**src/rtl/core/bcqg_pkg.sv**
```systemverilog
// Shared types and constants for the peak cluster labeler.
package bcqg_pkg;

    localparam int MASS_W  = 32;
    localparam int INTEN_W = 32;
    localparam int LABEL_W = 32;
    localparam int COEF_W  = 32;
    localparam int CFG_IDX_W = 2;

    localparam int MUL_W  = COEF_W + 1;
    localparam int PROD_W = 2 * MUL_W;
    localparam int SQ_W   = 2 * MASS_W;
    localparam int ACC_W  = 100;
    localparam int DIFF_W = 35;

    localparam int QUEUE_DEPTH = 2;
    localparam int QPTR_W = 1;
    localparam int QCNT_W = 2;

    localparam logic [CFG_IDX_W-1:0] CFG_INTERCEPT = 2'd0;
    localparam logic [CFG_IDX_W-1:0] CFG_LINEAR    = 2'd1;
    localparam logic [CFG_IDX_W-1:0] CFG_QUADRATIC = 2'd2;

    localparam logic signed [COEF_W-1:0] INTERCEPT_RESET = 32'sd72090;
    localparam logic signed [COEF_W-1:0] LINEAR_RESET    = 32'sd0;
    localparam logic signed [COEF_W-1:0] QUADRATIC_RESET = 32'sd0;

    typedef struct packed {
        logic [MASS_W-1:0]  point_mass;
        logic [INTEN_W-1:0] point_intensity;
        logic               first_point;
    } point_t;

    typedef struct packed {
        logic signed [COEF_W-1:0] gap_intercept;
        logic signed [COEF_W-1:0] gap_linear;
        logic signed [COEF_W-1:0] gap_quadratic;
    } cfg_t;

    typedef enum logic [5:0] {
        ST_IDLE = 6'b000001,
        ST_LIN  = 6'b000010,
        ST_QLO  = 6'b000100,
        ST_QHI  = 6'b001000,
        ST_ACC  = 6'b010000,
        ST_DONE = 6'b100000
    } back_state_t;

endpackage

```
**src/rtl/core/bcqg_point_if.sv**
```systemverilog
// Input channel carrying one spectrum point per transfer.
interface bcqg_point_if;
    logic                            valid;
    logic                            ready;
    logic [bcqg_pkg::MASS_W-1:0]     point_mass;
    logic [bcqg_pkg::INTEN_W-1:0]    point_intensity;
    logic                            first_point;

    modport source (output valid, output point_mass, output point_intensity,
                    output first_point, input ready);
    modport sink   (input valid, input point_mass, input point_intensity,
                    input first_point, output ready);
endinterface

```
**src/rtl/core/bcqg_front.sv**
```systemverilog
// Front end: accepts points and holds them in a two-entry queue for the back end.
module bcqg_front (
    input  logic                clk,
    input  logic                rst_n,
    bcqg_point_if.sink          point,
    output bcqg_pkg::point_t    head,
    output logic                head_valid,
    input  logic                head_pop
);

    bcqg_pkg::point_t                   data_reg [bcqg_pkg::QUEUE_DEPTH];
    logic [bcqg_pkg::QPTR_W-1:0]        wr_ptr_reg, wr_ptr_next;
    logic [bcqg_pkg::QPTR_W-1:0]        rd_ptr_reg, rd_ptr_next;
    logic [bcqg_pkg::QCNT_W-1:0]        count_reg, count_next;
    logic                               push;
    logic                               pop;
    bcqg_pkg::point_t                   in_item;

    assign point.ready = (count_reg != bcqg_pkg::QCNT_W'(bcqg_pkg::QUEUE_DEPTH));
    assign push        = point.valid && point.ready;
    assign head_valid  = (count_reg != '0);
    assign pop         = head_pop && head_valid;
    assign head        = data_reg[rd_ptr_reg];

    always_comb
    begin
        in_item.point_mass      = point.point_mass;
        in_item.point_intensity = point.point_intensity;
        in_item.first_point     = point.first_point;
    end

    always_comb
    begin
        wr_ptr_next = push ? wr_ptr_reg + 1'b1 : wr_ptr_reg;
        rd_ptr_next = pop ? rd_ptr_reg + 1'b1 : rd_ptr_reg;
        count_next  = count_reg;
        if (push && !pop)
        begin
            count_next = count_reg + 1'b1;
        end
        else if (pop && !push)
        begin
            count_next = count_reg - 1'b1;
        end
    end

    always_ff @(posedge clk or negedge rst_n)
    begin
        if (!rst_n)
        begin
            wr_ptr_reg <= '0;
            rd_ptr_reg <= '0;
            count_reg  <= '0;
        end
        else
        begin
            wr_ptr_reg <= wr_ptr_next;
            rd_ptr_reg <= rd_ptr_next;
            count_reg  <= count_next;
        end
    end

    always_ff @(posedge clk)
    begin
        if (push)
        begin
            data_reg[wr_ptr_reg] <= in_item;
        end
    end

endmodule

```
**src/flat_wrapper.sv**
```systemverilog
// flat-port wrapper written by rule: the top's interface ports become plain ports
module bcqg_front_flat 
  (clk, rst_n, head, head_valid, head_pop, point_valid, point_point_mass, point_point_intensity, point_first_point, point_ready);
  bcqg_point_if point_i ();
  input  logic clk;
  input  logic rst_n;
  output bcqg_pkg::point_t head;
  output logic head_valid;
  input  logic head_pop;
  input wire logic [$bits(point_i.valid)-1:0] point_valid;
  input wire logic [$bits(point_i.point_mass)-1:0] point_point_mass;
  input wire logic [$bits(point_i.point_intensity)-1:0] point_point_intensity;
  input wire logic [$bits(point_i.first_point)-1:0] point_first_point;
  output wire logic [$bits(point_i.ready)-1:0] point_ready;
  assign point_i.valid = point_valid;
  assign point_i.point_mass = point_point_mass;
  assign point_i.point_intensity = point_point_intensity;
  assign point_i.first_point = point_first_point;
  assign point_ready = point_i.ready;
  bcqg_front u_core (.clk(clk), .rst_n(rst_n), .point(point_i), .head(head), .head_valid(head_valid), .head_pop(head_pop));
endmodule
```
**config.mk**
```make
export PLATFORM = sky130hd
export DESIGN_NAME = bcqg_front_flat
export DESIGN_NICKNAME = d
export VERILOG_FILES = /design/src/rtl/core/bcqg_pkg.sv /design/src/rtl/core/bcqg_point_if.sv /design/src/rtl/core/bcqg_front.sv /design/src/flat_wrapper.sv
export SDC_FILE = /design/constraint.sdc
export NUM_CORES = 1
export LEC_CHECK = 0
export BUFFER_PORTS_ARGS = -buffer_cell sky130_fd_sc_hd__buf_4
export CAP_MARGIN = 0
export CELL_PAD_IN_SITES_DETAIL_PLACEMENT = 2
export CELL_PAD_IN_SITES_GLOBAL_PLACEMENT = 2
export CORE_MARGIN = 3
export CORE_UTILIZATION = 35
export CTS_BUF_LIST = sky130_fd_sc_hd__clkbuf_8 sky130_fd_sc_hd__clkbuf_16
export CTS_CLUSTER_SIZE = 8
export DETAILED_ROUTE_END_ITERATION = 7
export PLACE_DENSITY_LB_ADDON = 0.3
export SETUP_SLACK_MARGIN = 0.2
export SLEW_MARGIN = 20
export SYNTH_ARGS = -nofsm -noshare
export SYNTH_HDL_FRONTEND = slang
export SYNTH_SLANG_ARGS = --single-unit
```
**constraint.sdc**
```tcl
create_clock -name clk -period 3.81 [get_ports clk]
set_clock_uncertainty 0.2 [all_clocks]
set_input_delay 0.1905 -clock clk [delete_from_list [all_inputs] [get_ports clk]]
set_output_delay 0.1905 -clock clk [all_outputs]
set_load 0.02 [all_outputs]
```
==> metrics <==
port bufs 135; first-pass GRT wire length 18.4 mm; Clock Path Buffers 2; CTS tree done; worst path cell trace buf_16, mux2_2, buf_4; main flop type after synthesis edfxtp_1; fraction of layout instances using a drive strength above 1 0.519; period utilization 0.656; Final Slew Violations 0; RSZ-0062 raised after global routing no; # IOs between 100 and 150; power per cell area between 700 and 800 nW/um^2; CTS buffer count 17; gr usage total 0.155; Via Count 2845; delay of the slowest critical-path stage just under 0.8 ns; status complete, no violations; vias in the first global route between 3000 and 4000; Post-synth EDFFs 130; final hold vios 0; crit-path leading delay family flip-flops; combinational power share 0.350; Seq cells post-synth approximately 130; final instance area 7540 sq um; Synth area leaders edfxtp_1 77%, mux2_4 12%, mux2_2 5.6%; cts repair resizes 0; Final TNS setup 0 ns; met2 wire length between 6 and 7 mm; switch share 0.313; CTS sink cnt between 100 and 150; WL/cell ~19 microns; CTS Root Cell clkbuf_16; actual slew at the worst max-slew pin about 0.97 ns; Synth Area in Adders 0.00248; core area 14000 sq um; Yosys warnings 0; # rows between 40 and 50; count leader, synth edfxtp_1; final setup violation count 0; xor-xnor portion of the synthesized cell area 0.00868; Leak between 2 and 3 nW; post-synthesis mux area share 0.175; Buf/Inv on CP 2; metal3 WL ~630 microns; P_int about 4 mW; met1 WL 4.79 mm; initial core utilization 0.361; asr flop ratio synth 0.0299; worst min path class input pin to register; GPL Wtd Cong about 0.66; Mapped Area 5050 sq um; main combinational cell family by area after synthesis multiplexers; worst path required time 3.42 ns; placed wire-length estimate about 6.7 mm; placed cell area around 6300 sq um; die width 126 microns; max cap viols 0; Critical-path top delay cell dfrtp_4; Yosys top cell area share 0.774; number of routed nets with antenna violations 0; Worst EP arrival roughly 2.1 ns; H-tree levels 4; fillcell total 1208; Routed WL 11.9 mm; crit path launch type register; Max transition margin 0.353; Reg clk slew, reported paths around 0.06 ns; Die Area approximately 16000 sq um; initial antenna violation count 0; largest net degree at the start of global routing 66; drt initial violations around 140; post-synth top area cell edfxtp_1; WS Path Type register to output pin; clock power share 0.268; Highest Signal Layer met4; drt pass-1 iters 4; Largest register FFs 130; DRC Markers 0; Syn-to-layout area delta 49.4%; min Tclk post-route about 2.5 ns; simple-gate share of the synthesized area 0.00669; Critical Path Sink Type output pin; GRT Residual Overflow 0; share of power burned in registers 0.381; Synth Area in Compound Gates 0; Max VDD drop just over 0.3 mV; vias per inst 4.51; Sw Pwr between 1.5 and 2 mW; f_max between 0.4 and 0.5 GHz; Syn Area/Cell between 20 and 25 sq um; Die Ht around 130 microns; number of diodes 0; clk_lat worst skew between 0.4 and 0.5 ns; NumNets Final around 510; crit path max fanout 34; Netlist cell types 15; Post-synth top cells 130 x edfxtp_1, 40 x mux2_4, 25 x mux2_2; sequential element share of the synthesized area 0.793; Mapped Cells between 200 and 250; Synthesized Nets 290
## cell families (layout without fill, tap and decap cells)
| kind of cell | count (synthesis) | count (layout) |
|---|---|---|
| simple gates | 7 | 7 |
| flops | 134 | 134 |
| fa+ha+maj | 1 | 1 |
| mux | 65 | 65 |
| xor+xnor | 5 | 5 |
| buf+inv | 8 | 239 |
## stage by stage
stage / setup slack, ns / util / cells / power (mW) / hold WS, ns
global route: 1.20 / 0.539 / 631 / 6.06 / 0.295
CTS: 1.23 / 0.539 / 631 / 5.85 / 0.266
floorplan: 0.691 / - / 220 / 3.46 / -0.305
global placement: 1.55 / 0.447 / 529 / 4.16 / -0.208
detailed placement: 1.48 / 0.449 / 530 / 4.22 / -0.204
finish: 1.31 / 0.539 / 631 / 5.79 / 0.303
## timing repair
item | CTS | global route
buffers inserted | 0 | 0
endpoints found under the setup margin | 0 | 0
endpoints found under the hold margin | 136 | 0
hold buffers | 69 | 0
## power by group through the flow
stage	Clock (mW)	Sequential, mW	Combinational [mW]
3_5_place_dp	0	2.24	1.98
6_report	1.55	2.21	2.03
5_1_grt	1.65	2.25	2.16
3_3_place_gp	0	2.31	1.85
4_1_cts	1.58	2.21	2.05
2_1_floorplan	0	2.13	1.33
## area by class of cell
class / instances / area, sq um / area share
well taps: 180 / 225 / 0.0299
repair buffers: 206 / 1750 / 0.232
clock buffers: 17 / 425 / 0.0564
multi-input cells: 78 / 985 / 0.131
flip-flops and latches: 134 / 4010 / 0.532
inverters: 1 / 3.75 / 0.000498
clock inverters: 15 / 140 / 0.0186
## placed cells by master (no fill, tap or decap), types with 2 or more instances in the layout
cell type      synthesis  final
buf_4                  0    135
bufinv_16              0      2
clkbuf_16              0     17
clkinv_1               0      3
clkinv_2               0      3
clkinv_4               0      4
clkinvlp_4             0      2
dfrtp_1                4      3
dlygate4sd3_1          0     69
edfxtp_1             130    130
inv_1                  1      2
mux2_2                25     25
mux2_4                40     40
nand2_1                2      2
xnor2_1                3      3
xor2_1                 2      2
## routing by layer
| layer | track usage | vias up |
|---|---|---|
| li1 | - | 1302 |
| met4 | 0.0662 | 0 |
| met3 | 0.0466 | 18 |
| met1 | 0.174 | 1417 |
| met2 | 0.271 | 108 |
| met5 | 0 | - |
## worst paths after layout
path / from / to / slack, ns / cells past startpoint
hold / removal: point_point_mass[10] / u_core.data_reg[1][43] / 0.30 / 2
max in group asynchronous: rst_n / u_core.rd_ptr_reg / 2.71 / 3
hold reg to reg: u_core.count_reg[1] / u_core.count_reg[1] / 0.31 / 1
setup / recovery: u_core.rd_ptr_reg / head[52] / 1.31 / 3
min in group asynchronous: rst_n / u_core.count_reg[0] / 0.49 / 3
setup reg to reg: u_core.count_reg[0] / u_core.data_reg[0][11] / 1.53 / 4
Note: power is estimated with default switching activity, not from simulation.
